### src/hw/rtl/small_set_table_unit_defines.svh
// ----------------------------------------------------------------------------
// small_set_table_unit_defines.svh
// Assertion macros for the small set table unit.
// ----------------------------------------------------------------------------
`ifndef SMALL_SET_TABLE_UNIT_DEFINES_SVH
`define SMALL_SET_TABLE_UNIT_DEFINES_SVH

`ifndef SYNTHESIS
`define SST_ASSERT_NOW(lbl, ante, cons) \
  lbl: assert property (@(posedge clk) disable iff (!rst_n) (ante) |-> (cons)) \
    else $error("assertion failed");
`define SST_ASSERT_NEXT(lbl, ante, cons) \
  lbl: assert property (@(posedge clk) disable iff (!rst_n) (ante) |=> (cons)) \
    else $error("assertion failed");
`else
`define SST_ASSERT_NOW(lbl, ante, cons)
`define SST_ASSERT_NEXT(lbl, ante, cons)
`endif

`endif

### src/hw/rtl/sst_pkg.sv
// ----------------------------------------------------------------------------
// sst_pkg
// Shared types and request codes of the small set table unit.
// ----------------------------------------------------------------------------
package sst_pkg;

  localparam int REQ_W = 2;
  localparam int VAL_W = 32;

  typedef logic [REQ_W-1:0] req_t;

  localparam req_t REQ_ADD    = 2'd0;
  localparam req_t REQ_REMOVE = 2'd1;
  localparam req_t REQ_SEARCH = 2'd2;

  typedef enum logic [1:0] {
    ST_IDLE,
    ST_MATCH,
    ST_APPLY
  } state_t;

  typedef struct packed {
    logic load;
    logic match;
    logic apply;
  } cmd_t;

endpackage

### src/hw/rtl/sst_in_if.sv
// ----------------------------------------------------------------------------
// sst_in_if
// Request channel: operation code and value.
// ----------------------------------------------------------------------------
interface sst_in_if;
  logic                 valid;
  logic                 ready;
  logic [1:0]           req_type;
  logic signed [31:0]   item_value;

  modport source (output valid, output req_type, output item_value, input ready);
  modport sink   (input valid, input req_type, input item_value, output ready);
endinterface

### src/hw/rtl/sst_out_if.sv
// ----------------------------------------------------------------------------
// sst_out_if
// Result channel: success, full-reject flag, count and empty flag.
// ----------------------------------------------------------------------------
interface sst_out_if #(
  parameter int CntW = 5
);
  logic            valid;
  logic            ready;
  logic            success;
  logic            full_reject;
  logic [CntW-1:0] entry_count;
  logic            is_empty;

  modport source (output valid, output success, output full_reject, output entry_count,
                  output is_empty, input ready);
  modport sink   (input valid, input success, input full_reject, input entry_count,
                  input is_empty, output ready);
endinterface

### src/hw/rtl/small_set_table_unit.sv
// ----------------------------------------------------------------------------
// small_set_table_unit
// Set of distinct 32-bit values packed at the front of a fixed table.
//
// Requests arrive on in_ch (req_type: add, remove or search; item_value).
// Each accepted request yields exactly one result on out_ch: success,
// full_reject, entry_count and is_empty, all taken after the request.
// A request runs through three steps: load, a parallel compare of every
// slot against the value, and the update of the entry row. The result is
// registered in the update step, which follows the compare step; no new
// request is accepted until that update is done, and the row update waits
// in its last step while the previous result is still held on out_ch.
// The receiver may stall for any time: the result register holds and the
// block takes one further request into its compare step meanwhile.
// Remove shifts every later slot down one place in the same update cycle.
// Reset (rst_n low, synchronous) empties the set and drops any pending
// result; slot contents are left as they are and never read until written.
// ----------------------------------------------------------------------------
module small_set_table_unit #(
  parameter int CAPACITY = 16
) (
  input  logic      clk,
  input  logic      rst_n,
  sst_in_if.sink    in_ch,
  sst_out_if.source out_ch
);
  import sst_pkg::*;

  localparam int CNT_W = $clog2(CAPACITY + 1);

  cmd_t cmd;

  sst_ctrl u_ctrl (
    .clk       (clk),
    .rst_n     (rst_n),
    .in_valid  (in_ch.valid),
    .in_ready  (in_ch.ready),
    .out_valid (out_ch.valid),
    .out_ready (out_ch.ready),
    .cmd       (cmd)
  );

  sst_dpath #(
    .CAPACITY (CAPACITY),
    .CntW     (CNT_W)
  ) u_dpath (
    .clk             (clk),
    .rst_n           (rst_n),
    .cmd             (cmd),
    .in_req_type     (in_ch.req_type),
    .in_item_value   (in_ch.item_value),
    .out_success     (out_ch.success),
    .out_full_reject (out_ch.full_reject),
    .out_entry_count (out_ch.entry_count),
    .out_is_empty    (out_ch.is_empty)
  );

endmodule

### src/hw/rtl/sst_ctrl.sv
// ----------------------------------------------------------------------------
// sst_ctrl
// Request sequencer: load, match, apply; owns the result valid flag.
// ----------------------------------------------------------------------------
`include "small_set_table_unit_defines.svh"

module sst_ctrl (
  input  logic          clk,
  input  logic          rst_n,
  input  logic          in_valid,
  output logic          in_ready,
  output logic          out_valid,
  input  logic          out_ready,
  output sst_pkg::cmd_t cmd
);
  import sst_pkg::*;

  state_t state_r, state_nxt;
  logic   out_valid_r, out_valid_nxt;

  always_ff @(posedge clk) begin
    if (!rst_n) begin
      state_r     <= ST_IDLE;
      out_valid_r <= 1'b0;
    end else begin
      state_r     <= state_nxt;
      out_valid_r <= out_valid_nxt;
    end
  end

  always_comb begin
    state_nxt = state_r;
    cmd       = '0;
    in_ready  = 1'b0;
    unique case (state_r)
      ST_IDLE: begin
        in_ready = rst_n;
        if (in_valid && rst_n) begin
          cmd.load  = 1'b1;
          state_nxt = ST_MATCH;
        end
      end
      ST_MATCH: begin
        cmd.match = 1'b1;
        state_nxt = ST_APPLY;
      end
      ST_APPLY: begin
        if (!out_valid_r || out_ready) begin
          cmd.apply = 1'b1;
          state_nxt = ST_IDLE;
        end
      end
      default: state_nxt = ST_IDLE;
    endcase
    out_valid_nxt = out_valid_r;
    if (cmd.apply) begin
      out_valid_nxt = 1'b1;
    end else if (out_ready) begin
      out_valid_nxt = 1'b0;
    end
  end

  assign out_valid = out_valid_r;

  `SST_ASSERT_NOW(a_apply_slot_free, cmd.apply, !out_valid_r || out_ready)
  `SST_ASSERT_NEXT(a_match_then_apply, state_r == ST_MATCH, state_r == ST_APPLY)
  `SST_ASSERT_NEXT(a_load_goes_match, in_valid && in_ready, state_r == ST_MATCH)

endmodule

### src/hw/rtl/sst_dpath.sv
// ----------------------------------------------------------------------------
// sst_dpath
// Entry row with per-slot compare, shift-down on remove and result registers.
// ----------------------------------------------------------------------------
`include "small_set_table_unit_defines.svh"

module sst_dpath #(
  parameter int CAPACITY = 16,
  parameter int CntW     = $clog2(CAPACITY + 1)
) (
  input  logic                       clk,
  input  logic                       rst_n,
  input  sst_pkg::cmd_t              cmd,
  input  logic [sst_pkg::REQ_W-1:0]  in_req_type,
  input  logic signed [sst_pkg::VAL_W-1:0] in_item_value,
  output logic                       out_success,
  output logic                       out_full_reject,
  output logic [CntW-1:0]            out_entry_count,
  output logic                       out_is_empty
);
  import sst_pkg::*;

  localparam int IDX_W = $clog2(CAPACITY);

  req_t              req_r;
  logic [VAL_W-1:0]  val_r;
  logic [VAL_W-1:0]  entries_r [CAPACITY];
  logic [VAL_W-1:0]  entries_nxt [CAPACITY];
  logic [CntW-1:0]   count_r, count_nxt;
  logic              found_r, found_nxt;
  logic [IDX_W-1:0]  pos_r, pos_nxt;
  logic [CAPACITY-1:0] match;
  logic              full, add_ok, rem_ok, ok, full_rej;
  logic              succ_r, full_rej_r, empty_r;
  logic [CntW-1:0]   cnt_out_r;

  always_ff @(posedge clk) begin
    if (cmd.load) begin
      req_r <= in_req_type;
      val_r <= in_item_value;
    end
  end

  for (genvar g = 0; g < CAPACITY; g++) begin : g_cmp
    assign match[g] = (entries_r[g] == val_r) && (CntW'(g) < count_r);
  end

  always_comb begin
    pos_nxt = '0;
    for (int i = 0; i < CAPACITY; i++) begin
      if (match[i]) begin
        pos_nxt = pos_nxt | IDX_W'(i);
      end
    end
    found_nxt = |match;
  end

  always_ff @(posedge clk) begin
    if (cmd.match) begin
      found_r <= found_nxt;
      pos_r   <= pos_nxt;
    end
  end

  always_comb begin
    full     = (count_r == CntW'(CAPACITY));
    add_ok   = 1'b0;
    rem_ok   = 1'b0;
    ok       = 1'b0;
    full_rej = 1'b0;
    unique case (req_r)
      REQ_ADD: begin
        add_ok   = !found_r && !full;
        full_rej = !found_r && full;
        ok       = add_ok;
      end
      REQ_REMOVE: begin
        rem_ok = found_r;
        ok     = found_r;
      end
      REQ_SEARCH: ok = found_r;
      default:    ok = 1'b0;
    endcase
    count_nxt = count_r;
    if (add_ok) begin
      count_nxt = count_r + CntW'(1);
    end else if (rem_ok) begin
      count_nxt = count_r - CntW'(1);
    end
  end

  for (genvar g = 0; g < CAPACITY; g++) begin : g_row
    if (g < CAPACITY - 1) begin : g_mid
      always_comb begin
        entries_nxt[g] = entries_r[g];
        if (add_ok && (CntW'(g) == count_r)) begin
          entries_nxt[g] = val_r;
        end else if (rem_ok && (IDX_W'(g) >= pos_r)) begin
          entries_nxt[g] = entries_r[g+1];
        end
      end
    end else begin : g_last
      always_comb begin
        entries_nxt[g] = entries_r[g];
        if (add_ok && (CntW'(g) == count_r)) begin
          entries_nxt[g] = val_r;
        end
      end
    end
    always_ff @(posedge clk) begin
      if (cmd.apply) begin
        entries_r[g] <= entries_nxt[g];
      end
    end
  end

  always_ff @(posedge clk) begin
    if (!rst_n) begin
      count_r <= '0;
    end else if (cmd.apply) begin
      count_r <= count_nxt;
    end
  end

  always_ff @(posedge clk) begin
    if (cmd.apply) begin
      succ_r     <= ok;
      full_rej_r <= full_rej;
      cnt_out_r  <= count_nxt;
      empty_r    <= (count_nxt == '0);
    end
  end

  assign out_success     = succ_r;
  assign out_full_reject = full_rej_r;
  assign out_entry_count = cnt_out_r;
  assign out_is_empty    = empty_r;

  `SST_ASSERT_NOW(a_count_bound, 1'b1, count_r <= CntW'(CAPACITY))
  `SST_ASSERT_NEXT(a_remove_dec, cmd.apply && rem_ok, count_r == $past(count_r) - CntW'(1))
  `SST_ASSERT_NEXT(a_reject_no_success, cmd.apply && full_rej, !succ_r && count_r == $past(count_r))

endmodule
### src/flat_wrapper.sv
// flat-port wrapper written by rule: the top's interface ports become plain ports
module small_set_table_unit_flat import sst_pkg::*;
#(
  parameter int CAPACITY = 16
)
  (clk, rst_n, in_ch_valid, in_ch_req_type, in_ch_item_value, in_ch_ready, out_ch_valid, out_ch_success, out_ch_full_reject, out_ch_entry_count, out_ch_is_empty, out_ch_ready);
  sst_in_if in_ch_i ();
  sst_out_if out_ch_i ();
  input  logic clk;
  input  logic rst_n;
  input wire logic [$bits(in_ch_i.valid)-1:0] in_ch_valid;
  input wire logic [$bits(in_ch_i.req_type)-1:0] in_ch_req_type;
  input wire logic [$bits(in_ch_i.item_value)-1:0] in_ch_item_value;
  output wire logic [$bits(in_ch_i.ready)-1:0] in_ch_ready;
  output wire logic [$bits(out_ch_i.valid)-1:0] out_ch_valid;
  output wire logic [$bits(out_ch_i.success)-1:0] out_ch_success;
  output wire logic [$bits(out_ch_i.full_reject)-1:0] out_ch_full_reject;
  output wire logic [$bits(out_ch_i.entry_count)-1:0] out_ch_entry_count;
  output wire logic [$bits(out_ch_i.is_empty)-1:0] out_ch_is_empty;
  input wire logic [$bits(out_ch_i.ready)-1:0] out_ch_ready;
  assign in_ch_i.valid = in_ch_valid;
  assign in_ch_i.req_type = in_ch_req_type;
  assign in_ch_i.item_value = in_ch_item_value;
  assign in_ch_ready = in_ch_i.ready;
  assign out_ch_valid = out_ch_i.valid;
  assign out_ch_success = out_ch_i.success;
  assign out_ch_full_reject = out_ch_i.full_reject;
  assign out_ch_entry_count = out_ch_i.entry_count;
  assign out_ch_is_empty = out_ch_i.is_empty;
  assign out_ch_i.ready = out_ch_ready;
  small_set_table_unit #(.CAPACITY(CAPACITY)) u_core (.clk(clk), .rst_n(rst_n), .in_ch(in_ch_i), .out_ch(out_ch_i));
endmodule
### config.mk
export PLATFORM = sky130hd
export DESIGN_NAME = small_set_table_unit_flat
export DESIGN_NICKNAME = d
export VERILOG_FILES = /design/src/hw/rtl/sst_pkg.sv /design/src/hw/rtl/sst_in_if.sv /design/src/hw/rtl/sst_out_if.sv /design/src/hw/rtl/small_set_table_unit.sv /design/src/hw/rtl/sst_ctrl.sv /design/src/hw/rtl/sst_dpath.sv /design/src/flat_wrapper.sv
export VERILOG_INCLUDE_DIRS = /design/src /design/src/hw/rtl
export SDC_FILE = /design/constraint.sdc
export NUM_CORES = 1
export LEC_CHECK = 0
export BUFFER_PORTS_ARGS = -buffer_cell sky130_fd_sc_hd__buf_2
export CORE_MARGIN = 4
export CORE_UTILIZATION = 50
export CTS_BUF_LIST = sky130_fd_sc_hd__clkbuf_4 sky130_fd_sc_hd__clkbuf_8
export DETAILED_ROUTE_END_ITERATION = 10
export PLACE_DENSITY = 0.75
export SYNTH_ARGS = -nofsm -noshare
export SYNTH_HDL_FRONTEND = slang
export SYNTH_HIERARCHICAL = 1
export SYNTH_SLANG_ARGS = --single-unit
### constraint.sdc
create_clock -name clk -period 12.7 [get_ports clk]
set_clock_uncertainty 0.1 [all_clocks]
set_input_delay 0.635 -clock clk [delete_from_list [all_inputs] [get_ports clk]]
set_output_delay 0.635 -clock clk [all_outputs]
set_load 0.005 [all_outputs]
Yosys cells after proc, flatten, opt, wreduce, memory -nomap -nowiden:

Memory sizes are Yosys's and may differ from the RTL's.
Cells that the tools add are included.

* add/subtract/negate cells: 2
* $lt $le $gt $ge: 31
* equality and inequality tests: 38
* muxes and demuxes: 62
* reductions and logical operators: 65

Operators with widths (number)
* 2-to-1 mux 32 bit: 31
* equality test 32 bit: 16
* logical AND 1 bit: 50
* equality test 4 x 5 -> 1 bit (first input constant): 8
* < comparator 4 x 5 -> 1 bit (first input constant): 8
* greater-or-equal comparator 4 bit (first input constant): 7
* 2-to-1 mux 4 bit: 6
* equality test 3 x 5 -> 1 bit (first input constant): 4
* < comparator 3 x 5 -> 1 bit (first input constant): 4
* greater-or-equal comparator 3 x 4 -> 1 bit (first input constant): 4
* OR reduction 16 bit: 1
* 2-to-1 mux 1 bit: 13
* 2-to-1 mux 3 bit: 4
* equality test 2 x 5 -> 1 bit (first input constant): 2
* logical NOT 5 bit: 2
* < comparator 1 x 5 -> 1 bit (first input constant): 2
* < comparator 2 x 5 -> 1 bit (first input constant): 2
* 2-to-1 mux 5 bit: 2
* greater-or-equal comparator 1 x 4 -> 1 bit (first input constant): 2
* greater-or-equal comparator 2 x 4 -> 1 bit (first input constant): 2
* 2-to-1 mux 2 bit: 4
* OR reduction 8 bit: 1
* case mux 2 bit (3 select lines): 1
* adder 5 x 1 -> 5 bit (second input constant): 1
* other kinds (14): 21

* flip-flop bits (word level): 55
* memory bits (writable): 512
* logic and storage cells: 213
* input bits: 38
* memories: 1

Memory list
* u_core.u_dpath.entries_r: depth 16, width 32, rd ports 16, clocked after Yosys merged registers in 0, write ports 16, RTL line sst_dpath.sv:27 `logic [VAL_W-1:0] entries_r [CAPACITY];`

Depth between registers and ports, before layout:

An unclocked memory read counts as a cell.

* depth after elaboration: 16
* gate-level depth with buffers: 10
* depth with buffers taken out: 8

By module:

Netlist, hierarchy kept.

By module, submodules not included
* sst_dpath: area each 29747.3 um^2, cells each 2079, instances 1
* sst_ctrl: area each 155.1 um^2, cells each 15, instances 1

Least setup slack after synthesis:

OpenSTA, ideal clock, no wires.

* path type: flip-flop to flip-flop
* start: register, netlist name u_core/u_dpath/req_r[0]
* end: memory u_core.u_dpath.entries_r[7][0] (netlist: u_core/u_dpath/entries_r[0][224]) (enable)
* stages on the path, launching flop included: 9
* period minus slack after synthesis: 4.539 ns
* path buffers: 1
* setup slack: 8.161 ns
* arrival: 3.968 ns
* setup time: 0.470 ns
* cell sequence: edfxtp_1 inv_1 ha_1 nor2b_1 nand2_1 nor3_2 nand2_1 clkbuf_1 a21boi_0

RTL lines (RTL line)
* end, declared: sst_dpath.sv:27

==> reports/results.ini <==
[synthesis]
ys_warn_count=6
synth_nets=2140
syn_avg_cell_area_um2=14.3
netlist_area_um2=29900
synthTopCellsByArea=edfxtp_1 (56%), mux2_2 (18%), xor2_1 (13%)
ys_async_sr_fraction_pct=0
synth-seq-cells=567
synth_seq_area_share_pct=56.7
synth_ff_type=edfxtp_1
yosysTopAreaCell=edfxtp_1
ys_types=51
synth_top_area_share_pct=56.1
syn-instance-count=2094
synth_edf_count=559

[timing]
setup_tns_ns=0
min_period_over_period_pct=27.6
fmax_ghz=0.285
slew_headroom_pct=17.0
grt_setup_unrepaired=false
hold_viol_final=0
worstMarginPinSlew_ns=1.24
drv_slew=0
setup_violations=0
period_needed_ns=3.50

[grt]
grt_max_degree=35
antenna_found_initial=0
grt_pass1_vias=18153
overflow=0
grt_usage_pct=24.8
grt_first_pass_wirelength_um=118000

[cts]
cts_setup_buffers=0
cts_made_buffers=97
clkLatencyLatePin_ns=0.70
cts_tree=yes
htree_levels=3
clk_path_buf_depth=3
post_cts_resized=0
hold_buffers=30
cts_sinks=567
root_buffer=clkbuf_8
path_clk_slew_ns=0.06

[hold_path]
hp-class=primary input to flop
hold_start=in_ch_item_value[1]

[final_layout]
stdcell_area_um2=32800
area_growth_pct=9.73
fin_nets=2187
antenna_cells=0
final_common_cell=edfxtp_1
drive_above_1_share_pct=33.6
nFillCells=4666
final_cell_mix=edfxtp_1 (559), mux2_2 (469), xor2_1 (429), nor4_1 (115), clkbuf_8 (97)

[floorplan]
start_util_pct=50.6
rows=89
dieHeight_um=253
die-area_um2=63800
placeableCoreArea_um2=59100
dieWidth_um=253
ios=48

[critical_path]
crit_required_ns=12.90
crit_fanout=34
cp-startpoint=u_core/u_dpath/req_r[0]
end_kind=flop
start_kind=flop
timing.rr.start=u_core/u_dpath/req_r[0]
crit_type=flop to flop
arrival_ns=3.71

[routing]
drtIter0Drc=1696
post_drt_wl_per_cell_um=26.7
wl_um=79700
via_per_inst=5.91
ant_nets=0
dr.pass1.iters=6
drc_errors=0
vias=17661

[placed_design]
io_buffers=47
placed_area_um2=30700
dp_hpwl_um=51900
gp_congestion=0.923

[outcome]
status=finished clean

[pwr]
power_density_nw_per_um2=116
p_total_w=0.00381
ir_drop_v=0.0000980
leakage_nw=11.1

[flow_run]
drv_cap=0

[critical path, cell delays in order, from the launching register on]
cell and delay (ns):
edfxtp_1 0.42, inv_1 0.09, ha_1 0.18, nor2b_1 0.25, nand2_1 0.20, nor3_2 0.30
nand2_2 0.53, a21boi_4 1.00
[logic make-up (layout without fill, tap and decap cells)]
kind of cell / after synthesis / after routing / synth area share [%]
AO/OA/AOI/OAI: 61 / 61 / 1.32
flip-flops: 567 / 567 / 56.7
adder cells (fa/ha/maj): 8 / 8 / 0.335
AND/OR/NAND/NOR: 270 / 270 / 5.23
XOR/XNOR: 515 / 515 / 15.1
multiplexers: 476 / 476 / 17.9
buffers and inverters: 197 / 320 / 3.45
[path summary, 6_finish.rpt]
kind                                            to  slack [ns]  cells past startpoint
setup reg to reg  u_core/u_dpath/entries_r[0][199]        9.20                      7
hold / removal             u_core/u_dpath/val_r[1]        0.06                      1
hold reg to reg            u_core/u_ctrl/out_valid        0.42                      2
setup / recovery  u_core/u_dpath/entries_r[0][199]        9.20                      7
[area by class of cell]
class	instances	area, um^2	area share (%)
clock inverters	48	269	0.820
multi-input cells	1330	12100	36.7
clock buffers	127	1560	4.76
repair buffers	136	978	2.98
inverters	9	33.8	0.103
flip-flops and latches	567	16900	51.6
well taps	773	967	2.95
[synth_stat cells, drive strengths merged, types with 7 or more instances]
cell and instances:
a21boi 13, a21oi 9, nand3 19, nor4 117
xnor2 86, mux2 472, nor3 15, nand4 38
edfxtp 559, xor2 429, dfxtp 8, nor2 12
inv 9, o21ai 19, nor2b 7, nand2 42
clkbuf 62, buf 126, ha 8
[flip-flops by register name, indices dropped and copies added (netlist names)]
signal                          count
u_core/u_dpath/entries_r          512
u_core/u_dpath/val_r               32
u_core/u_dpath/count_r              5
u_core/u_dpath/out_entry_count      5
u_core/u_dpath/pos_r                4
u_core/u_ctrl/state_r               2
u_core/u_dpath/req_r                2
u_core/u_ctrl/out_valid             1
u_core/u_dpath/found_r              1
u_core/u_dpath/out_full_reject      1
u_core/u_dpath/out_is_empty         1
u_core/u_dpath/out_success          1
[metrics by stage]
| step | std cells | setup slack, ns | hold slack, ns | util [%] |
|---|---|---|---|---|
| 2_1_floorplan | 2094 | 8.16 | 0.321 | - |
| 3_3_place_gp | 2785 | 8.84 | 0.397 | 51.9 |
| 3_5_place_dp | 2785 | 8.73 | 0.411 | 51.9 |
| 4_1_cts | 2990 | 8.70 | 0.000190 | 55.5 |
| 5_1_grt | 2990 | 8.98 | 0.00425 | 55.5 |
| 6_report | 2990 | 9.20 | 0.0550 | 55.5 |
[routing by layer]
metal / global-route usage (%) / up-vias / wire (um)
met5: 0 / - / 0
met4: 8.97 / 0 / 2780
met3: 3.93 / 156 / 5490
met2: 40.9 / 759 / 38700
met1: 33.4 / 8932 / 32700
li1: - / 7814 / -
[report_power, final]
group	total (W)	internal [W]	switching (W)
registers	0.00205	0.00204	0.0000100
clock network	0.00159	0.000825	0.000762
logic	0.000174	0.0000599	0.000114
total	0.00381	0.00293	0.000886
Note: power is estimated with default switching activity, not from simulation.
